**src/dpts_pkg.sv**
```systemverilog
// ----------------------------------------------------------------------------
// dpts_pkg
// Shared types and constants for the dynamic priority tick scheduler: the
// process table entry, the result record, command codes and the sequencer
// states.
// ----------------------------------------------------------------------------
package dpts_pkg;

  localparam int unsigned DPTS_MAX_ENTRIES = 16;
  localparam int unsigned DPTS_TIME_BITS   = 16;

  localparam logic CMD_LOAD = 1'b0;
  localparam logic CMD_TICK = 1'b1;

  localparam logic [7:0]  PRIO_MAX = 8'hFF;
  localparam logic [15:0] WAIT_MAX = 16'hFFFF;

  typedef struct packed {
    logic [7:0]  pid;
    logic [15:0] arrival;
    logic [15:0] burst;
    logic [7:0]  prio;
    logic [15:0] ran;
    logic [15:0] waited;
    logic        done;
  } entry_t;

  typedef struct packed {
    logic        load_rejected;
    logic        ran;
    logic [7:0]  run_pid;
    logic        finished;
    logic [15:0] finish_time;
    logic [15:0] wait_total;
    logic [15:0] turnaround;
    logic [15:0] tick_time;
    logic        all_done;
  } result_t;

  typedef enum logic [2:0] {
    ST_IDLE,
    ST_LOAD,
    ST_SCAN,
    ST_SWEEP,
    ST_APPLY,
    ST_RESP
  } state_e;

endpackage

```
**src/dynamic_priority_tick_scheduler.sv**
```systemverilog
// ----------------------------------------------------------------------------
// dynamic_priority_tick_scheduler
// Load beats append entries to a process table; tick beats pick the eligible
// entry with the smallest priority value (then smaller pid, then lower slot),
// run it for one unit and, unless it completes, age the others.
// ----------------------------------------------------------------------------
// Flow: a load beat passes through ST_LOAD and ST_RESP. A tick walks the table
// in ST_SCAN; it then responds idle, applies the run in ST_APPLY when its entry
// completes, or first ages the others in ST_SWEEP and then applies the run.
// Throughput: one beat at a time; input is ready again once the result is in
// the output register, later while the output waits. The single table read
// port, walked for the scan and the sweep, sets it.
// Reset: the table is empty and the clock reads 1; the table memory itself is
// not cleared, and only slots that have been loaded are ever read.
// ----------------------------------------------------------------------------
module dynamic_priority_tick_scheduler #(
  parameter int unsigned MAX_ENTRIES = dpts_pkg::DPTS_MAX_ENTRIES,
  parameter int unsigned TIME_BITS   = dpts_pkg::DPTS_TIME_BITS
) (
  input  logic        clk_i,
  input  logic        rst_ni,
  input  logic        in_valid_i,
  output logic        in_ready_o,
  input  logic        cmd_i,
  input  logic [7:0]  proc_id_i,
  input  logic [15:0] arrive_at_i,
  input  logic [15:0] burst_len_i,
  input  logic [7:0]  start_priority_i,
  output logic        out_valid_o,
  input  logic        out_ready_i,
  output logic        load_rejected_o,
  output logic        ran_o,
  output logic [7:0]  run_pid_o,
  output logic        finished_o,
  output logic [15:0] finish_time_o,
  output logic [15:0] wait_total_o,
  output logic [15:0] turnaround_o,
  output logic [15:0] tick_time_o,
  output logic        all_done_o
);
  import dpts_pkg::*;

  localparam int unsigned IdxW = $clog2(MAX_ENTRIES);
  localparam int unsigned CntW = $clog2(MAX_ENTRIES + 1);
  localparam int unsigned CmpW = (TIME_BITS > 16) ? TIME_BITS : 16;
  localparam logic [CntW-1:0]      CntMax  = CntW'(MAX_ENTRIES);
  localparam logic [CntW-1:0]      CntOne  = CntW'(1);
  localparam logic [TIME_BITS-1:0] TimeMax = '1;
  localparam logic [TIME_BITS-1:0] TimeOne = TIME_BITS'(1);

  // Sequencer state.
  state_e state_q, state_d;

  // The accepted beat, held while the sequencer works on it.
  logic [7:0]  pid_q;
  logic [15:0] arr_q;
  logic [15:0] burst_q;
  logic [7:0]  prio_q;

  // Table bookkeeping: fill count, entries still pending, and the clock.
  logic [CntW-1:0]      count_q, count_d;
  logic [CntW-1:0]      pending_q, pending_d;
  logic [TIME_BITS-1:0] now_q, now_d;

  // Scan and sweep address counter and the read pipeline tag.
  logic [CntW-1:0] issue_q, issue_d;
  logic            rvld_q, rvld_d;
  logic [IdxW-1:0] ridx_q, ridx_d;

  // Running selection: the best entry seen so far and its slot.
  logic            found_q, found_d;
  logic [IdxW-1:0] best_idx_q, best_idx_d;
  entry_t          best_q, best_d;

  // Result staging and output register.
  result_t res_q, res_d;
  result_t out_q, out_d;
  logic    out_valid_q, out_valid_d;

  // Table port.
  logic            mem_we;
  logic [IdxW-1:0] mem_waddr;
  entry_t          mem_wdata;
  logic            mem_re;
  logic [IdxW-1:0] mem_raddr;
  entry_t          rdata;

  dpts_table #(
    .DEPTH (MAX_ENTRIES)
  ) u_table (
    .clk_i   (clk_i),
    .we_i    (mem_we),
    .waddr_i (mem_waddr),
    .wdata_i (mem_wdata),
    .re_i    (mem_re),
    .raddr_i (mem_raddr),
    .rdata_o (rdata)
  );

  // An entry read from the table is eligible when it is pending and has
  // already arrived. The selection compare orders by priority, then pid; a
  // strict compare keeps the lower slot on a full tie.
  logic              elig;
  logic              better;
  logic              issue_more;
  logic [15:0]       ran_inc;
  logic              fin;
  logic [TIME_BITS-1:0] next_time;
  logic [CmpW-1:0]   turn;
  logic [15:0]       tick_now;

  assign elig       = !rdata.done && (CmpW'(rdata.arrival) <= CmpW'(now_q));
  assign better     = !found_q || ({rdata.prio, rdata.pid} < {best_q.prio, best_q.pid});
  assign issue_more = (issue_q != count_q);
  assign ran_inc    = best_q.ran + 16'd1;
  assign fin        = (ran_inc >= best_q.burst);
  // The clock saturates at its top value; a completion time saturates too,
  // so the same increment serves both.
  assign next_time  = (now_q != TimeMax) ? (now_q + TimeOne) : now_q;
  assign turn       = CmpW'(next_time) - CmpW'(best_q.arrival);
  assign tick_now   = 16'(now_q);

  always_comb begin
    state_d     = state_q;
    in_ready_o  = 1'b0;
    count_d     = count_q;
    pending_d   = pending_q;
    now_d       = now_q;
    issue_d     = issue_q;
    rvld_d      = 1'b0;
    ridx_d      = ridx_q;
    found_d     = found_q;
    best_idx_d  = best_idx_q;
    best_d      = best_q;
    res_d       = res_q;
    out_d       = out_q;
    out_valid_d = out_valid_q;
    mem_we      = 1'b0;
    mem_waddr   = best_idx_q;
    mem_wdata   = best_q;
    mem_re      = 1'b0;
    mem_raddr   = issue_q[IdxW-1:0];

    if (out_valid_q && out_ready_i) begin
      out_valid_d = 1'b0;
    end

    unique case (state_q)
      ST_IDLE: begin
        in_ready_o = 1'b1;
        if (in_valid_i) begin
          issue_d = '0;
          found_d = 1'b0;
          state_d = (cmd_i == CMD_TICK) ? ST_SCAN : ST_LOAD;
        end
      end

      ST_LOAD: begin
        res_d = '0;
        if (count_q == CntMax || burst_q == 16'd0) begin
          res_d.load_rejected = 1'b1;
          res_d.all_done      = (pending_q == '0);
        end else begin
          mem_we            = 1'b1;
          mem_waddr         = count_q[IdxW-1:0];
          mem_wdata.pid     = pid_q;
          mem_wdata.arrival = arr_q;
          mem_wdata.burst   = burst_q;
          mem_wdata.prio    = prio_q;
          mem_wdata.ran     = '0;
          mem_wdata.waited  = '0;
          mem_wdata.done    = 1'b0;
          count_d           = count_q + CntOne;
          pending_d         = pending_q + CntOne;
          res_d.all_done    = 1'b0;
        end
        state_d = ST_RESP;
      end

      ST_SCAN: begin
        if (issue_more) begin
          mem_re  = 1'b1;
          rvld_d  = 1'b1;
          ridx_d  = issue_q[IdxW-1:0];
          issue_d = issue_q + CntOne;
        end
        if (rvld_q && elig && better) begin
          found_d    = 1'b1;
          best_idx_d = ridx_q;
          best_d     = rdata;
        end
        if (!issue_more && !rvld_q) begin
          if (!found_q) begin
            res_d           = '0;
            res_d.tick_time = tick_now;
            res_d.all_done  = (pending_q == '0);
            now_d           = next_time;
            state_d         = ST_RESP;
          end else if (fin) begin
            state_d = ST_APPLY;
          end else begin
            issue_d = '0;
            state_d = ST_SWEEP;
          end
        end
      end

      ST_SWEEP: begin
        if (issue_more) begin
          mem_re  = 1'b1;
          rvld_d  = 1'b1;
          ridx_d  = issue_q[IdxW-1:0];
          issue_d = issue_q + CntOne;
        end
        // Every other eligible entry waits one more tick. The write goes to
        // the slot read last cycle, never the one being read now.
        if (rvld_q && ridx_q != best_idx_q && elig && rdata.waited != WAIT_MAX) begin
          mem_we           = 1'b1;
          mem_waddr        = ridx_q;
          mem_wdata        = rdata;
          mem_wdata.waited = rdata.waited + 16'd1;
        end
        if (!issue_more && !rvld_q) begin
          state_d = ST_APPLY;
        end
      end

      ST_APPLY: begin
        mem_we         = 1'b1;
        mem_waddr      = best_idx_q;
        mem_wdata      = best_q;
        mem_wdata.ran  = ran_inc;
        mem_wdata.done = fin;
        if (!fin && best_q.prio != PRIO_MAX) begin
          mem_wdata.prio = best_q.prio + 8'd1;
        end
        res_d             = '0;
        res_d.ran         = 1'b1;
        res_d.run_pid     = best_q.pid;
        res_d.finished    = fin;
        res_d.finish_time = fin ? 16'(next_time) : 16'd0;
        res_d.wait_total  = best_q.waited;
        res_d.turnaround  = fin ? turn[15:0] : 16'd0;
        res_d.tick_time   = tick_now;
        if (fin) begin
          pending_d      = pending_q - CntOne;
          res_d.all_done = (pending_q == CntOne);
        end else begin
          res_d.all_done = (pending_q == '0);
        end
        now_d   = next_time;
        state_d = ST_RESP;
      end

      ST_RESP: begin
        if (!out_valid_q || out_ready_i) begin
          out_d       = res_q;
          out_valid_d = 1'b1;
          state_d     = ST_IDLE;
        end
      end

      default: begin
        state_d = ST_IDLE;
      end
    endcase
  end

  always_ff @(posedge clk_i or negedge rst_ni) begin
    if (!rst_ni) begin
      state_q     <= ST_IDLE;
      count_q     <= '0;
      pending_q   <= '0;
      now_q       <= TimeOne;
      issue_q     <= '0;
      rvld_q      <= 1'b0;
      found_q     <= 1'b0;
      out_valid_q <= 1'b0;
    end else begin
      state_q     <= state_d;
      count_q     <= count_d;
      pending_q   <= pending_d;
      now_q       <= now_d;
      issue_q     <= issue_d;
      rvld_q      <= rvld_d;
      found_q     <= found_d;
      out_valid_q <= out_valid_d;
    end
  end

  // Payload registers carry no reset.
  always_ff @(posedge clk_i) begin
    if (in_valid_i && in_ready_o) begin
      pid_q   <= proc_id_i;
      arr_q   <= arrive_at_i;
      burst_q <= burst_len_i;
      prio_q  <= start_priority_i;
    end
    ridx_q     <= ridx_d;
    best_idx_q <= best_idx_d;
    best_q     <= best_d;
    res_q      <= res_d;
    out_q      <= out_d;
  end

  assign out_valid_o     = out_valid_q;
  assign load_rejected_o = out_q.load_rejected;
  assign ran_o           = out_q.ran;
  assign run_pid_o       = out_q.run_pid;
  assign finished_o      = out_q.finished;
  assign finish_time_o   = out_q.finish_time;
  assign wait_total_o    = out_q.wait_total;
  assign turnaround_o    = out_q.turnaround;
  assign tick_time_o     = out_q.tick_time;
  assign all_done_o      = out_q.all_done;

  // The pending count can never run ahead of the fill count.
  assert property (@(posedge clk_i) disable iff (!rst_ni) pending_q <= count_q)
    else $error("pending entries exceed loaded entries");

  // The table never fills beyond its depth.
  assert property (@(posedge clk_i) disable iff (!rst_ni) count_q <= CntMax)
    else $error("fill count beyond table depth");

  // The clock starts at one and only moves upward, so it is never zero.
  assert property (@(posedge clk_i) disable iff (!rst_ni) now_q != '0)
    else $error("clock reads zero");

  // A completion is only reported for a beat in which an entry ran.
  assert property (@(posedge clk_i) disable iff (!rst_ni)
                   out_valid_o && finished_o |-> ran_o)
    else $error("finished without a run");

  // Work on a load beat finishes in the cycle after it starts.
  assert property (@(posedge clk_i) disable iff (!rst_ni)
                   state_q == ST_LOAD |=> state_q == ST_RESP)
    else $error("load did not reach the response stage");

endmodule

```
**src/dpts_table.sv**
```systemverilog
// ----------------------------------------------------------------------------
// dpts_table
// Process table memory: one write port and one read port with registered
// read data.
// ----------------------------------------------------------------------------
module dpts_table #(
  parameter int unsigned DEPTH = dpts_pkg::DPTS_MAX_ENTRIES,
  localparam int unsigned IdxW = $clog2(DEPTH)
) (
  input  logic                 clk_i,
  input  logic                 we_i,
  input  logic [IdxW-1:0]      waddr_i,
  input  dpts_pkg::entry_t     wdata_i,
  input  logic                 re_i,
  input  logic [IdxW-1:0]      raddr_i,
  output dpts_pkg::entry_t     rdata_o
);
  import dpts_pkg::*;

  entry_t mem_q [DEPTH];
  entry_t rdata_q;

  always_ff @(posedge clk_i) begin
    if (we_i) begin
      mem_q[waddr_i] <= wdata_i;
    end
    if (re_i) begin
      rdata_q <= mem_q[raddr_i];
    end
  end

  assign rdata_o = rdata_q;

endmodule

```
**config.mk**
```make
export PLATFORM = sky130hd
export DESIGN_NAME = dynamic_priority_tick_scheduler
export DESIGN_NICKNAME = d
export VERILOG_FILES = /design/src/dpts_pkg.sv /design/src/dynamic_priority_tick_scheduler.sv /design/src/dpts_table.sv
export SDC_FILE = /design/constraint.sdc
export NUM_CORES = 1
export LEC_CHECK = 0
export BUFFER_PORTS_ARGS = -buffer_cell sky130_fd_sc_hd__buf_2
export CAP_MARGIN = 5
export CORE_MARGIN = 1.5
export CORE_UTILIZATION = 45
export DETAILED_ROUTE_END_ITERATION = 7
export HOLD_SLACK_MARGIN = 0.08
export SYNTH_ARGS = -nofsm -noshare
export SYNTH_HDL_FRONTEND = slang
export SYNTH_SLANG_ARGS = --single-unit
```
**constraint.sdc**
```tcl
create_clock -name clk_i -period 17.55 [get_ports clk_i]
set_input_delay 2.6325 -clock clk_i [delete_from_list [all_inputs] [get_ports clk_i]]
set_output_delay 2.6325 -clock clk_i [all_outputs]
set_load 0.03 [all_outputs]
```
======== After elaboration in Yosys (flattened, before gate mapping) ========
Memory sizes are Yosys's and may differ from the RTL's. A register that Yosys moved wholly into a read port is not among the register bits.
Cells that the tools add are included.
W data, S select, Z words.
cells by class
  magnitude comparators ................... 3
  bitwise logic cells ..................... 1
  multiplexer cells ....................... 50
  equality and inequality tests ........... 20
  add/sub/neg operators ................... 9
  reductions and logical operators ........ 39
operators by type and width
  operator                 number
  $pmux W81 S3             1
  $pmux W76 S3             1
  $mux W81                 2
  $mux W76                 2
  $mux W16                 5
  $add A16 B1 Y16 const B  3
  $mux W5                  7
  $ne A16 B16 Y1 const B   2
  $pmux W16 S2             1
  $mux W3                  6
  $ge A16 B16 Y1           1
  $le A16 B16 Y1           1
  $logic_not A16 Y1        1
  $lt A16 B16 Y1           1
  $ne A2 B2 Y1 const B     8
  $sub A16 B16 Y16         1
  $add A5 B1 Y5 const B    3
  $mux W1                  15
  $pmux W3 S5              1
  $pmux W5 S3              1
  $reduce_and A3 Y1        4
  $logic_and A1 B1 Y1      10
  $pmux W5 S2              1
  $reduce_and A2 Y1        5
  25 further kinds         39
storage, ports and cells
  output and inout bits ................... 78
  memories ................................ 1
  input bits .............................. 53
  word-level logic and storage cells ...... 162
  register bits ........................... 326
  memory bits (writable) .................. 1296
memory list
  name           words  bits a word  read ports  clocked after Yosys merged registers in  write ports  RTL line          RTL
  u_table.mem_q  16     81           1           1                                        1            dpts_table.sv:20  entry_t mem_q [DEPTH];

======== Longest topological paths before layout ========
  depth in word-level cells ............... 8
  gate-level depth with buffers ........... 17
  depth with buffers taken out ............ 15

======== Cells and area by module ========
A second synthesis with hierarchy kept.
unflattened totals
  cell total of the unflattened synthesis .. 3460
  area total of the unflattened synthesis .. 67148.2 sq um
by module, submodules not included
  module                           seq. area each (sq um)  cells each  instances  area an instance (sq um)
  dpts_table                       41349.7                 2078        1          50867.5
  dynamic_priority_tick_scheduler  9605.5                  1382        1          16280.6

======== Worst setup path after synthesis ========
Ideal clock, no wire load.
  path type ............................... register to register
  start point ............................. register now_q[13]
  end point ............................... memory u_table.mem_q[5][0] (netlist bit) (enable)
  data required time ...................... 16.802 ns
  arrival ................................. 10.825 ns
  cell stages (with the launch flop) ...... 12
  library setup time ...................... 0.748 ns
  clock period less this slack ............ 11.574 ns
  buffers on the path ..................... 2
  setup slack ............................. 5.976 ns
  path through ............................ dfrtp_1 -> inv_1 -> ha_1 -> a211oi_2 -> o21ai_1 -> a211oi_4 -> a21oi_2 -> buf_6 -> o311a_1 -> a211o_1 -> buf_6 -> nor4b_1
on the way
  cells in the longest elaborated chain, start to end .. 8
  elaborated cells between the ends (all ways) .. 10
  classes of those cells .................. 1 x order compare; 6 x mux; 3 x reduce/logical
ends and longest elaborated chain
  item                                 RTL line                                RTL
  from (decl)                          dynamic_priority_tick_scheduler.sv:63   logic [TIME_BITS-1:0] now_q, now_d;
  from (signal assigned)               dynamic_priority_tick_scheduler.sv:274  now_q <= TimeOne;
  from (signal assigned)               dynamic_priority_tick_scheduler.sv:283  now_q <= now_d;
  $le A16 B16 Y1 *                     dynamic_priority_tick_scheduler.sv:112  assign elig = !rdata.done && (CmpW'(rdata.arrival) <= CmpW'(now_q));
  $logic_and A1 B1 Y1 *                dynamic_priority_tick_scheduler.sv:112
  $logic_and A1 B1 Y1 * (2 in series)  dynamic_priority_tick_scheduler.sv:217  if (rvld_q && ridx_q != best_idx_q && elig && rdata.waited != WAIT_MAX) begin
  $mux W1                              dynamic_priority_tick_scheduler.sv:217
  $pmux W1 S3                          dynamic_priority_tick_scheduler.sv:148  unique case (state_q)
  $mux W1                              dpts_table.sv:24                        if (we_i) begin
  $mux W1 (implied by the code)        dpts_table.sv:25                        mem_q[waddr_i] <= wdata_i;
  to (decl)                            dpts_table.sv:20
Every way passes the cells marked *; elsewhere a longest branch is shown, timed or not.

======== Worst setup path after layout ========
  start point ............................. register state_q[0]
  end point ............................... memory u_table.mem_q[14][5] (netlist bit) (enable)
on the way
  cells in the longest elaborated chain, start to end .. 4
  elaborated cells between the ends (all ways) .. 7
  classes of those cells .................. 3 x eq/ne; 4 x mux
ends and longest elaborated chain
  item                                        RTL line                                RTL
  from (decl)                                 dynamic_priority_tick_scheduler.sv:52   state_e state_q, state_d;
  from (signal assigned)                      dynamic_priority_tick_scheduler.sv:280  state_q <= state_d;
  $eq A3 B3 Y1, or another cell as far along  dynamic_priority_tick_scheduler.sv:148
  $pmux W1 S3                                 dynamic_priority_tick_scheduler.sv:148
  $mux W1                                     dpts_table.sv:24
  $mux W1 (implied by the code)               dpts_table.sv:25
Several ways; a longest one is shown, not always the timed one.

==> results.md <==
- The largest net degree at the start of global routing is between 100 and 150.
- For this run, the detailed router's first-pass iteration total came to 5.
- In this run the cell area of the synthesized design comes to between 0.06 and 0.07 mm^2.
- The number of buffers on the longest clock path is 3.
- The run finished with clean final reports.
- The starting density of the core is 0.4551.
- In this run the tightest slew margin relative to its limit is 0.1653.
- In the final layout, the share of cells above drive strength 1 is 0.2496.
- The clock tree from TritonCTS is built.
- The worst-margin pin slew is around 1.2 ns.
- Compared with the post-synthesis result, the final layout area differs by 12.93%.
- The height of the die is around 390 um.
- The nature of the critical path startpoint is a register.
- The post-route fraction of the period consumed by the critical path is 0.3248.
- After the first detailed-routing iteration, the DRC count stood at around 3400.
- After synthesis, the netlist uses 85 different library cells.
- The count of hold buffers inserted by post-cts repair is 0.
- At the end of routability-driven placement, the weighted congestion stood at around 0.85.
- CTS saw about 1700 sinks.
- The area occupied by multi-input gates is between 0.015 and 0.02 mm^2.
- In the global route stage, overall resource usage came out at 0.2122.
- For this run, design rule violations remaining after detail routing come to 0.
- The proportion of register bits with asynchronous set or reset after synthesis is 0.02173.
- The clock period minus worst slack is around 5.7 ns.
- The post-layout instance count excluding filler cells is 5612.
- The H-tree depth is 4.
- At the worst endpoint, the arrival time is approximately 6 ns.
- The cell taking the most area after synthesis is edfxtp_1.
- For the worst-skew pair, the clock arrives at the later sink with an insertion delay of about 0.80 ns.
- The total grt overflow is 0.
- The net count of the finished layout is 3675.
- The utilization after layout is 0.5140.
- The power density relative to cell area is approximately 170 mW/mm^2.
- The number of antenna violations at the first check in global routing was 1.
- The most instantiated library cell after synthesis is edfxtp_1.
- The number of vias per cell is between 5 and 6.
- The final number of hold-violating endpoints came to 0.
- Synthesis produced ~3300 cells.
- Counting tap cells, the placed design contains a total of 5303 instances.
- The required time reported for the critical path endpoint is roughly 18 ns.
- Buffers placed on the I/O ports in this run total 130.
- The number of antenna repair diodes is 0.
- The via count of the first global-routing pass is 33360.
- The filler cell count in the final layout is around 12000.
- The routed design has about 160000 um of wire.
- The final-report max-slew violation count came to 0.
- Detailed placement ended at an HPWL of roughly 91000 um.
- Max-cap violations in this run came to 0.
- The fraction of post-synthesis cell area in the top cell type by area is 0.7417.
- The number of buffers added by the clock tree synthesis step is between 150 and 200.
- Ranked by instance count, the synthesized netlist is headed by 1666 x edfxtp_1, 405 x mux4_2, 147 x a21oi_1.
- The worst hold path belongs to the class reg2reg.
- The largest clock skew in the final design is between 0.03 and 0.04 ns.
- The total leakage power is approximately 24 nW.
- The sequential area share after synthesis is 0.7555.
- Sorting the synthesized cells by area gives the leading types as edfxtp_1 74%, mux4_2 14%, dfrtp_1 1.3%.
- Setup repair after global routing left no endpoint under its margin.
- Pin placement for this block handled approximately 130 I/O pins.
- The peak supply drop is roughly 0.00014 V.
- The remaining number of nets flagged by the antenna check after routing is 0.
- The number of flops mapped to enable cells by yosys is between 1500 and 2000.
- The count of yosys warnings during synthesis is 0.
- In this run the post-CTS setup repair buffer count came out at 0.
- The routed wirelength normalized by instance count is roughly 29 um.
- Synthesis inferred ~1700 register bits.
- Static timing analysis puts the maximum clock frequency at around 0.18 GHz.
- The floorplan has 141 rows.
- The worst-case setup slack after placement is roughly 12 ns.
- The global-route wire length before repair is about 230000 um.
- The number of nets in the synthesized netlist is roughly 3400.
- Averaged over all synthesized cells, the footprint is approximately 20 um^2.
- In the final layout, flip-flops and latches occupy just over 0.05 mm^2.
- The clock tree root driver cell is clkbuf_16.
- Gates resized during post-CTS repair numbered 0.
- The core outline area is around 0.15 mm^2.
- Of all nets on the critical path, the largest fanout is between 40 and 50.
- The die extent in x is around 400 um.
- The prevailing post-synth register cell is edfxtp_1.
- The worst setup slack after layout is 11.85 ns.
- The die outline area is around 0.15 mm^2.
- The nature of the critical path endpoint is a register.
- The final total negative setup slack is 0 ns.
- The final setup violation count is 0.
- The clock-pin transition on the worst setup and hold timing paths is 0.06 ns.
- The via count is between 30000 and 40000.
- After layout, the design draws a total of roughly 13 mW.
- The kind of critical path is reg2reg.
==> kinds of logic after synthesis <==
| family | share of synthesized area |
|---|---|
| compound gates | 0.03924 |
| xor+xnor | 0.009869 |
| fa+ha+maj | 0.01365 |
| buf+inv | 0.01352 |
| flops | 0.7555 |
| mux | 0.1378 |
| simple gates | 0.03044 |
==> critical path, cell delays in order, from the launching register on <==
cell and delay, ns:
dfrtp_1 0.58, clkinv_1 0.38, nor2_4 0.64, buf_4 0.49
a31oi_2 0.21, nand2_1 0.15, nand4_1 0.16, or4b_1 0.80
and4b_4 1.10, buf_4 0.75
==> cell type report <==
class	instances	share of cell area
inverter	77	0.003795
clock inverter	92	0.009889
sequential	1703	0.6692
clock buffer	212	0.05904
multi-input combinational	1365	0.2075
tap	1930	0.03170
timing repair buffer	233	0.01886
==> layer usage <==
layer | vias up | global-route usage | wire (um)
met2 | 1171 | 0.3444 | 78930
met1 | 17970 | 0.3051 | 69240
met4 | 2 | 0.04719 | 2833
met3 | 205 | 0.03332 | 9590
met5 | - | 0 | 121
li1 | 14200 | - | -
==> path summary, 6_finish.rpt <==
path                                  from                    to  slack [ns]  depth (start not counted)
worst min-delay path             res_q[22]       turnaround_o[5]        0.41                          0
worst max register to register  state_q[0]  u_table.mem_q[14][5]       11.85                          9
worst min register to register   res_q[22]       turnaround_o[5]        0.41                          0
worst max-delay path            state_q[0]  u_table.mem_q[14][5]       11.85                          9
max in group asynchronous           rst_ni            issue_q[0]       14.79                          1
min in group asynchronous           rst_ni             now_q[11]        1.99                          1
==> power by group <==
group          internal [mW]  switching, mW
registers               5.81          0.259
clock network           1.97           1.49
logic                   1.31           2.29
==> state kept, by name, indices dropped and copies added, names as in the netlist, 3 cells and up <==
signal	cells
pid_q	8
state_q	3
issue_q	5
tick_time_o	16
u_table.rdata_o	81
burst_q	16
arr_q	16
u_table.mem_q	1296
finish_time_o	16
pending_q	5
best_idx_q	4
turnaround_o	16
prio_q	8
res_q	76
count_q	5
wait_total_o	16
now_q	16
best_q	81
run_pid_o	8
ridx_q	4
==> stage by stage <==
step | hold slack [ns] | instance area (um^2)
3_5_place_dp | 0.4045 | 70880
2_1_floorplan | 0.4003 | 67450
3_3_place_gp | 0.4025 | 70870
5_1_grt | 0.4200 | 76170
6_report | 0.4111 | 76170
4_1_cts | 0.4095 | 76130
==> cells in the final DEF, fill, tap and decap left out, drive strengths merged, types with 8 or more instances in the layout <==
cell and n:
mux2i 15, xor2 30, a21o 14, a221o 10, clkbuf 212, o21ai 80
nand3 46, ha 72, bufinv 11, a2bb2oi 35, clkinv 73, nor4 17
nand2 78, nor2 77, a22o 16, and3 13, xnor2 46, nor3 27
nand4 22, nand2b 14, inv 81, o21a 9, and2 54, edfxtp 1666
buf 233, mux4 405, dfrtp 36, a21oi 149, nor4b 8, a31oi 14
No activity file was read; power rests on OpenSTA's default activity.
